[config.mk]
export PLATFORM = sky130hd
export DESIGN_NAME = sync_length_deframer
export DESIGN_NICKNAME = d
export VERILOG_FILES = /design/src/design/sld_pkg.sv /design/src/design/sld_out_reg.sv /design/src/design/sync_length_deframer.sv
export SDC_FILE = /design/constraint.sdc
export NUM_CORES = 1
export LEC_CHECK = 0
export ABC_AREA = 1
export BUFFER_PORTS_ARGS = -buffer_cell sky130_fd_sc_hd__buf_2
export CORE_MARGIN = 4
export CORE_UTILIZATION = 40
export DETAILED_ROUTE_END_ITERATION = 7
export GPL_TIMING_DRIVEN = 0
export PLACE_DENSITY_LB_ADDON = 0.15
export SLEW_MARGIN = 40
export SYNTH_ARGS = -nofsm -noshare
export SYNTH_HDL_FRONTEND = slang
export SYNTH_HIERARCHICAL = 1
export SYNTH_SLANG_ARGS = --single-unit
[constraint.sdc]
create_clock -name clk_i -period 7.7 [get_ports clk_i]
set_clock_uncertainty 0.2 [all_clocks]
set_input_delay 0.77 -clock clk_i [delete_from_list [all_inputs] [get_ports clk_i]]
set_output_delay 0.77 -clock clk_i [all_outputs]
set_load 0.05 [all_outputs]
[src/design/sld_pkg.sv]
`timescale 1ns / 1ps

package sld_pkg;

  // Result kinds carried on the output tuser
  typedef enum logic [1:0] {
    EV_PAYLOAD    = 2'd0,
    EV_SYNC_MISS  = 2'd1,
    EV_LEN_REJECT = 2'd2,
    EV_EMPTY      = 2'd3
  } event_e;

  // Configuration register indexes
  localparam logic CfgSyncWord   = 1'b0;
  localparam logic CfgMaxPayload = 1'b1;

  // Configuration reset values
  localparam logic [31:0] SyncWordReset   = 32'hBEBA_BEEF;
  localparam logic [7:0]  MaxPayloadReset = 8'd255;

  // One result item
  typedef struct packed {
    event_e      event_res;
    logic [7:0]  payload_byte;
    logic [7:0]  byte_index;
    logic        last_byte;
    logic [15:0] frame_length;
  } result_t;

endpackage

[src/design/sld_out_reg.sv]
`timescale 1ns / 1ps

// Output register with one skid entry so the producer keeps running
// while a finished result waits on the downstream side.
module sld_out_reg (
  input  logic             clk_i,
  input  logic             rst_ni,
  input  logic             push_i,
  input  sld_pkg::result_t push_data_i,
  output logic             ready_o,
  output logic             valid_o,
  input  logic             pop_ready_i,
  output sld_pkg::result_t data_o
);
  import sld_pkg::*;

  logic    out_valid_q, out_valid_d;
  logic    skid_valid_q, skid_valid_d;
  result_t out_q, out_d;
  result_t skid_q, skid_d;
  logic    pop;

  assign pop     = out_valid_q & pop_ready_i;
  assign ready_o = ~skid_valid_q;
  assign valid_o = out_valid_q;
  assign data_o  = out_q;

  // Slot steering
  always_comb begin
    out_valid_d  = out_valid_q;
    skid_valid_d = skid_valid_q;
    out_d        = out_q;
    skid_d       = skid_q;
    if (skid_valid_q) begin
      if (pop) begin
        out_d        = skid_q;
        skid_valid_d = 1'b0;
      end
    end else if (push_i) begin
      if (!out_valid_q || pop) begin
        out_d       = push_data_i;
        out_valid_d = 1'b1;
      end else begin
        skid_d       = push_data_i;
        skid_valid_d = 1'b1;
      end
    end else if (pop) begin
      out_valid_d = 1'b0;
    end
  end

  always_ff @(posedge clk_i or negedge rst_ni) begin
    if (!rst_ni) begin
      out_valid_q  <= 1'b0;
      skid_valid_q <= 1'b0;
    end else begin
      out_valid_q  <= out_valid_d;
      skid_valid_q <= skid_valid_d;
    end
  end

  // Payload holds no reset
  always_ff @(posedge clk_i) begin
    out_q  <= out_d;
    skid_q <= skid_d;
  end

endmodule

[src/design/sync_length_deframer.sv]
`timescale 1ns / 1ps

// Channel    | Dir | Signals                         | Content
// s_axis     | in  | tvalid tready tdata[7:0]        | rx_byte
// m_axis     | out | tvalid tready tdata tuser tlast | one result per event
// cfg        | in  | cfg_we_i cfg_idx_i cfg_wdata_i  | 0 sync_word, 1 max_payload
//
// One byte is taken per cycle while s_axis_tready is high; its result, if any, is
// registered. The frame state updates in the cycle of the transfer, so bytes follow
// back to back. A one-entry skid behind the output register holds one result while
// m_axis stalls, so s_axis_tready drops only while both output slots are full.
// Reset (rst_ni low, asynchronous) returns to the sync hunt and restores the registers.
module sync_length_deframer (
  input  logic        clk_i,
  input  logic        rst_ni,
  input  logic        s_axis_tvalid,
  output logic        s_axis_tready,
  input  logic [7:0]  s_axis_tdata,   // [7:0] rx_byte
  output logic        m_axis_tvalid,
  input  logic        m_axis_tready,
  output logic [31:0] m_axis_tdata,   // [7:0] payload_byte, [15:8] byte_index,
                                      // [31:16] frame_length
  output logic [1:0]  m_axis_tuser,   // [1:0] event_res
  output logic        m_axis_tlast,   // last_byte
  input  logic        cfg_we_i,
  input  logic        cfg_idx_i,
  input  logic [31:0] cfg_wdata_i
);
  import sld_pkg::*;

  typedef enum logic [1:0] {
    PH_HUNT = 2'd0,
    PH_LEN  = 2'd1,
    PH_DATA = 2'd2
  } phase_e;

  phase_e      phase_q, phase_d;
  logic [7:0]  position_q, position_d;
  logic [7:0]  length_high_q, length_high_d;
  logic [7:0]  payload_length_q, payload_length_d;
  logic [31:0] sync_word_q;
  logic [7:0]  max_payload_q;

  logic        accept;
  logic        res_push;
  result_t     res;
  result_t     out_data;
  logic [7:0]  expect_byte;
  logic [15:0] len_full;
  logic [8:0]  idx_next;
  logic        is_last;

  assign accept = s_axis_tvalid & s_axis_tready;

  // Next expected sync byte, first byte in the top bits
  always_comb begin
    case (position_q[1:0])
      2'd0:    expect_byte = sync_word_q[31:24];
      2'd1:    expect_byte = sync_word_q[23:16];
      2'd2:    expect_byte = sync_word_q[15:8];
      default: expect_byte = sync_word_q[7:0];
    endcase
  end

  assign len_full = {length_high_q, s_axis_tdata};
  assign idx_next = {1'b0, position_q} + 9'd1;
  assign is_last  = idx_next >= {1'b0, payload_length_q};

  // Per-byte frame decode
  always_comb begin
    phase_d          = phase_q;
    position_d       = position_q;
    length_high_d    = length_high_q;
    payload_length_d = payload_length_q;
    res_push         = 1'b0;
    res.event_res    = EV_PAYLOAD;
    res.payload_byte = s_axis_tdata;
    res.byte_index   = 8'd0;
    res.last_byte    = 1'b0;
    res.frame_length = 16'd0;
    case (phase_q)
      PH_LEN: begin
        if (position_q == 8'd0) begin
          length_high_d = s_axis_tdata;
          position_d    = 8'd1;
        end else begin
          position_d = 8'd0;
          if (len_full > {8'd0, max_payload_q}) begin
            phase_d          = PH_HUNT;
            res_push         = 1'b1;
            res.event_res    = EV_LEN_REJECT;
            res.frame_length = len_full;
          end else if (len_full == 16'd0) begin
            phase_d       = PH_HUNT;
            res_push      = 1'b1;
            res.event_res = EV_EMPTY;
          end else begin
            payload_length_d = len_full[7:0];
            phase_d          = PH_DATA;
          end
        end
      end
      PH_DATA: begin
        res_push         = 1'b1;
        res.event_res    = EV_PAYLOAD;
        res.byte_index   = position_q;
        res.last_byte    = is_last;
        res.frame_length = {8'd0, payload_length_q};
        if (is_last) begin
          phase_d    = PH_HUNT;
          position_d = 8'd0;
        end else begin
          position_d = idx_next[7:0];
        end
      end
      default: begin
        // Sync hunt; an unused phase code lands here too
        phase_d = PH_HUNT;
        if (s_axis_tdata != expect_byte) begin
          position_d    = 8'd0;
          res_push      = 1'b1;
          res.event_res = EV_SYNC_MISS;
        end else if (position_q[1:0] == 2'd3) begin
          phase_d    = PH_LEN;
          position_d = 8'd0;
        end else begin
          position_d = {6'd0, position_q[1:0] + 2'd1};
        end
      end
    endcase
  end

  // Frame state, updated on each input transfer
  always_ff @(posedge clk_i or negedge rst_ni) begin
    if (!rst_ni) begin
      phase_q          <= PH_HUNT;
      position_q       <= 8'd0;
      length_high_q    <= 8'd0;
      payload_length_q <= 8'd0;
    end else if (accept) begin
      phase_q          <= phase_d;
      position_q       <= position_d;
      length_high_q    <= length_high_d;
      payload_length_q <= payload_length_d;
    end
  end

  // Configuration registers
  always_ff @(posedge clk_i or negedge rst_ni) begin
    if (!rst_ni) begin
      sync_word_q   <= SyncWordReset;
      max_payload_q <= MaxPayloadReset;
    end else if (cfg_we_i) begin
      case (cfg_idx_i)
        CfgSyncWord:   sync_word_q   <= cfg_wdata_i;
        CfgMaxPayload: max_payload_q <= cfg_wdata_i[7:0];
        default:       ;
      endcase
    end
  end

  sld_out_reg u_out_reg (
    .clk_i       (clk_i),
    .rst_ni      (rst_ni),
    .push_i      (accept & res_push),
    .push_data_i (res),
    .ready_o     (s_axis_tready),
    .valid_o     (m_axis_tvalid),
    .pop_ready_i (m_axis_tready),
    .data_o      (out_data)
  );

  assign m_axis_tdata = {out_data.frame_length, out_data.byte_index, out_data.payload_byte};
  assign m_axis_tuser = out_data.event_res;
  assign m_axis_tlast = out_data.last_byte;

endmodule

# ---- Yosys cells after proc, flatten, opt, wreduce, memory -nomap -nowiden
# Index checks and enable logic that the tools add are counted.
dict set report totals {
  regBits 138
  latchBits 0
  mem_bits_rw 0
  rom_bits 0
  output_inout_bits 37
  memories 0
}
dict set report classes {
  n_addsub 2
  mul 0
  div_mod_pow 0
  magnitude_cmp 2
  eq_ne 10
  n_shift 0
  n_mux 38
  bitwise 9
  reduce_logical 16
}
# cell count
set ops {}
lappend ops {{2-to-1 mux 35 bit} 4}
lappend ops {{2-to-1 mux 16 bit} 2}
lappend ops {{case mux 16 bit (2 select lines)} 1}
lappend ops {{case mux 8 bit (3 select lines)} 1}
lappend ops {{2-to-1 mux 2 bit} 9}
lappend ops {{> comparator 16 x 8 -> 1 bit} 1}
lappend ops {{logical NOT 16 bit} 1}
lappend ops {{case mux 8 bit (2 select lines)} 1}
lappend ops {{2-to-1 mux 1 bit} 15}
lappend ops {{AND reduction 3 bit} 5}
lappend ops {{adder 8 x 1 -> 9 bit, second input constant} 1}
lappend ops {{greater-or-equal comparator 9 x 8 -> 1 bit} 1}
lappend ops {{2-to-1 mux 9 bit} 1}
lappend ops {{logical NOT 8 bit} 1}
lappend ops {{2-to-1 mux 8 bit} 1}
lappend ops {{!= test 2 bit, second input constant} 4}
lappend ops {{!= test 8 bit} 1}
lappend ops {{case mux 2 bit (2 select lines)} 2}
lappend ops {{equality test 2 bit, second input constant} 3}
lappend ops {{inverter 1 bit} 6}
lappend ops {{nonzero test 2 bit} 3}
lappend ops {{AND reduction 5 bit} 1}
lappend ops {{equality test 2 x 1 -> 1 bit, second input constant} 2}
lappend ops {{AND reduction 2 bit} 2}
lappend ops {{other kinds (6)} 8}

# ---- Longest topological paths before layout
dict set report logic_depth {
  depth_word 8
  mapped_depth 18
  ltp_nobuf 18
}

# ---- Hierarchy
# Netlist, hierarchy kept.
# mod n_inst cells_per_inst area_each_um2 seq_area_each_um2
set by_module_without_submodules {}
lappend by_module_without_submodules {sync_length_deframer 1 517 4058.9 1691.6}
lappend by_module_without_submodules {sld_out_reg 1 200 2663.8 2152.1}

# ---- Worst setup path before layout
# Ideal clock, no wire load.
dict set report synth_path {
  path_type {input -> register}
  startpoint {input port s_axis_tdata[3]}
  endpoint {register u_out_reg.out_q, in the netlist u_out_reg/data_o[0], enable pin}
  arrival_time_ns 3.605
  required_ns 7.061
  setup_slack_ns 3.457
  path_stages 11
  n_path_buf 0
  cell_sequence {ha_1 nand2_1 o21ai_0 nand2_1 nand3_1 nand2_2 nand2_1 a21oi_1 nor3_1 nand2_1 a21oi_1}
}
dict set report synth_between {
  elab_chain_len 8
  word_cells_on_any_way 11
  classes_between {order compare: 1; eq/ne: 1; mux: 5; bitwise: 1; reduce/logical: 3}
}
# element line
set synth_lines {}
lappend synth_lines {{start, declared} sync_length_deframer.sv:18} ;# input logic [7:0] s_axis_tdata,
lappend synth_lines {{branches (longest 4 deep; another with > comparator 16 x 8 -> 1 bit)} n/a}
lappend synth_lines {{case mux 1 bit (2 select lines) (*)} sync_length_deframer.sv:81} ;# case (phase_q)
lappend synth_lines {{bitwise AND 1 bit (*)} sync_length_deframer.sv:165} ;# .push_i (accept & res_push),
lappend synth_lines {{nonzero test 2 bit (no line) (*)} n/a}
lappend synth_lines {{AND reduction 3 bit (no line) (*)} n/a}
lappend synth_lines {{end signal, assigned} sld_out_reg.sv:64} ;# out_q <= out_d;
lappend synth_lines {{end, declared} sld_out_reg.sv:19} ;# result_t out_q, out_d;
# Mark *: on every way between the ends.
# A chain may end at the register's enable or synchronous reset.

# ---- Worst setup path in the final report
dict set report layout_path {
  startpoint {register position_q[0]}
  endpoint {register u_out_reg.out_q, in the netlist u_out_reg/data_o[22], enable pin}
}
dict set report layout_between {
  elab_chain_len 8
  word_cells_on_any_way 12
  classes_between {eq/ne: 3; mux: 4; bitwise: 1; reduce/logical: 4}
}
# element line
set layout_lines {}
lappend layout_lines {{start, declared} sync_length_deframer.sv:38} ;# logic [7:0] position_q, position_d;
lappend layout_lines {{start signal, assigned} sync_length_deframer.sv:142} ;# position_q <= position_d;
lappend layout_lines {{equality test 2 bit, or another cell as far along} sync_length_deframer.sv:57} ;# case (position_q[1:0])
lappend layout_lines {{case mux 8 bit (3 select lines)} sync_length_deframer.sv:57}
lappend layout_lines {{!= test 8 bit} sync_length_deframer.sv:119} ;# if (s_axis_tdata != expect_byte) begin
lappend layout_lines {{2-to-1 mux 1 bit} sync_length_deframer.sv:119}
lappend layout_lines {{case mux 1 bit (2 select lines) (*)} sync_length_deframer.sv:81}
lappend layout_lines {{bitwise AND 1 bit (*)} sync_length_deframer.sv:165}
lappend layout_lines {{nonzero test 2 bit (no line) (*)} n/a}
lappend layout_lines {{AND reduction 3 bit (no line) (*)} n/a}
# Every way passes the cells marked *; elsewhere a longest branch is shown, timed or not.

==> impl_results.md <==
* Slew @ Worst Pin at 767.4 ps
* Critical path data arrival time at 3440 ps
* ANT cells at 0
* Outcome: finished clean
* Root Buffer: clkbuf_16
* Drt wl/cell at 14.54 um
* Asr flop ratio synth at 0.4928
* R2r worst-path depth at 15
* Most frequent cells in the layout: nand2_1 (275), buf_2 (85), inv_1 (79)
* Die W at 137.6 um
* Area of the die at 18940 um^2
* Initial antenna violation count at 0
* DP Cell Count at 1021
* Total nets after synthesis at 785
* Net Sw Power at 846.0 uW
* Critical path launch point: position_q[0]
* Grt total ovfl at 0
* Antenna Violating Nets Remaining at 0
* Layout area overhead at 19.99%
* Crit path max fanout at 19
* Top_reg_cell synth: edfxtp_1
* Worst setup SP type: register
* Fin. Hold Viols at 0
* Largest net degree at the start of global routing at 36
* Reg power frac at 0.399
* CP delay by family, top: simple AND/OR/NAND/NOR gates
* Maxcap violations at 0
* Clock-pin slew on the worst setup and hold paths at 60 ps
* R2r startpoint: position_q[0]
* Seq/Total Area, Yosys at 0.5717
* 1st-pass router iterations at 4
* Yosys cell types at 33
* Syn Inst Count at 717
* Switching Share at 0.3392
* Mean post-synth cell area at 9.376 um^2
* Rows at 47
* Synth Warn # at 6
* Highest clock rate at 284.2 MHz
* Fin crit share at 0.4570
* Clk sinks at 138
* Hold Crit Class: primary input to asynchronous set/reset pin
* Slew Viols, Final at 0
* Die H at 137.6 um
* H-tree depth at 4
* EDFF count, synth at 70
* Top Ports at 83
* Reg2reg end: u_out_reg/data_o[22]
* CTS max path bufs at 2
* Final Wtd Congestion at 0.8626
* Rel. slew slack at 0.4876
* Top cell by count, worst path: nand2_1
* Register Area at 3844 um^2
* Post-Layout Cell Count at 1053
* Final min period at 3519 ps
* Share of cells above drive strength 1 at 0.2473
* Yosys reg bits at 138
* Critical path depth at 15
* Initial core utilization at 0.4068
* Setup TNS at 0 ps
* Setup Fix Bufs, Post-CTS at 0
* Setup crit end: u_out_reg/data_o[22]
* Req. time, crit path at 7620 ps
* DRC at 0
* Vias in the first global route at 5105
* Crit path kind: register to register
* Fill cell count at 1594
* Mapped Area at 6723 um^2
* CP max stage delay at 520 ps
* CTS Buf Count at 17
* Commonest non-fill, non-tap cell in the layout: nand2_1
* Multi-input gate area at 2435 um^2
* Drt initial violations at 259
* Crit path capture type: register
* Via density at 4.793
* Leakage dissipation at 0.003677 uW
* Vias after detailed routing at 5047
* Final WL at 15.31 mm
* Register-to-register setup slack at 4180 ps
* VDD IR-drop max at 162.9 uV
* Logic gate share of total power at 0.263
* Max stage delay cell, worst path: a21oi_4
* CTS tree: built
* GRT Total Usage at 0.1715
* Number of gates resized after CTS at 0
* CTS hold repair buffers at 0
* Number of buffers and inverters on the critical path at 3
* Buffers on Ports at 82
* Internal Pwr Total at 1648 uW
* Clock Power Share at 0.339
* Fin nets at 888
* Finish-stage setup viols at 0
* Worst-Skew Late Latency at 420 ps
* Pwr Density at 309.2 nW/um^2
* Worst path cell trace: inv_1, ha_1, buf_2, nand2_1, nand3_1, nand2_1, nand3_1, nand2_1, nor2_1, nand3b_1, nor2_2, nor3_1, nand2_1, a21oi_4, buf_8
* First-pass GRT wire length at 24.88 mm
* Dpl hpwl at 11.51 mm
* RSZ-0062 raised after global routing: no
* Core Area at 16520 um^2
[worst register-to-register path: stages, from the launching register on]
cell and delay, ps:
dfrtp_1 510, inv_1 160, ha_1 220, buf_2 180, nand2_1 90, nand3_1 100, nand2_1 110, nand3_1 90
nand2_1 90, nor2_1 50, nand3b_1 110, nor2_2 70, nor3_1 280, nand2_1 160, a21oi_4 520, buf_8 260
[worst min path at each step]
stage	from	endpoint	slack [ps]	cells past startpoint
5_1_grt	rst_ni	sync_word_q[14]	120	1
6_report	rst_ni	sync_word_q[16]	100	1
4_1_cts	rst_ni	sync_word_q[16]	100	1
2_1_floorplan	length_high_q[0]	length_high_q[0]	250	2
3_3_place_gp	length_high_q[0]	length_high_q[0]	270	2
3_5_place_dp	length_high_q[1]	length_high_q[1]	270	2
[area by class of cell]
type | instances | share of cell area
Inverter | 85 | 0.03955
Tap cell | 220 | 0.03412
Buffer | 23 | 0.01691
Multi-Input combinational cell | 471 | 0.3018
Timing Repair Buffer | 84 | 0.05553
Sequential cell | 138 | 0.4765
Clock buffer | 19 | 0.05367
Clock inverter | 13 | 0.02187
[cell usage after synthesis, types with 2 or more instances]
cell / n / area share
nor3_1: 11 / 0.0082
nor2_1: 20 / 0.011
nand3_1: 30 / 0.022
nor4_1: 2 / 0.0019
a21oi_1: 18 / 0.013
xor2_1: 4 / 0.0052
inv_2: 5 / 0.0028
dfstp_2: 32 / 0.13
o21ai_1: 3 / 0.0022
nor2_4: 2 / 0.0033
buf_4: 6 / 0.0067
buf_2: 4 / 0.0030
dfrtp_1: 36 / 0.13
edfxtp_1: 70 / 0.31
nand4_1: 8 / 0.0074
nand2_1: 275 / 0.15
ha_1: 22 / 0.041
inv_1: 80 / 0.045
o21ai_2: 7 / 0.0091
o21ai_0: 27 / 0.020
buf_6: 3 / 0.0050
or2_1: 2 / 0.0019
nor3_2: 2 / 0.0030
clkbuf_1: 10 / 0.0056
o22ai_1: 5 / 0.0047
mux2_2: 24 / 0.040
nor2_2: 3 / 0.0028
[routing by layer]
metal,vias up,GRT usage,share of wire
met1,2364,0.2206,0.45
met4,0,0.06430,0.016
met5,-,0,0
met2,128,0.2798,0.48
met3,17,0.04237,0.057
li1,2538,-,-
[per-stage QoR]
step	util	instance area, um^2	hold slack (ps)	setup WS [ps]	power (uW)
6_report	0.4882	8066	95.72	4181	2494
5_1_grt	0.4882	8066	119.8	3895	2613
4_1_cts	0.4882	8066	101.3	4166	2519
3_5_place_dp	0.4513	7457	273.9	4003	1672
3_3_place_gp	0.4483	7408	268.9	2318	1653
2_1_floorplan	-	6723	253.0	3457	1496
[flip-flops by register name, summed over array words and instances, names as in the netlist]
signal and count:
payload_length_q 8, u_out_reg/skid_valid_q 1, u_out_reg/skid_q 35, u_out_reg/data_o 35, phase_q 2, position_q 8
sync_word_q 32, length_high_q 8, max_payload_q 8, u_out_reg/valid_o 1
[logic make-up after synthesis]
family	after synthesis	share of synthesized area
fa+ha+maj	22	0.04094
buf+inv	108	0.06775
xor+xnor	4	0.005211
simple gates	360	0.2235
flops	138	0.5717
mux	24	0.04020
compound gates	61	0.05062
[power by group through the flow]
stage / clock network [uW] / logic, uW / registers [uW]
finish: 845 / 655 / 994
global route: 895 / 710 / 1010
CTS: 859 / 664 / 996
detailed placement: 0 / 663 / 1010
global placement: 0 / 641 / 1010
floorplan: 0 / 222 / 1270
(Power assumes the default switching activity.)
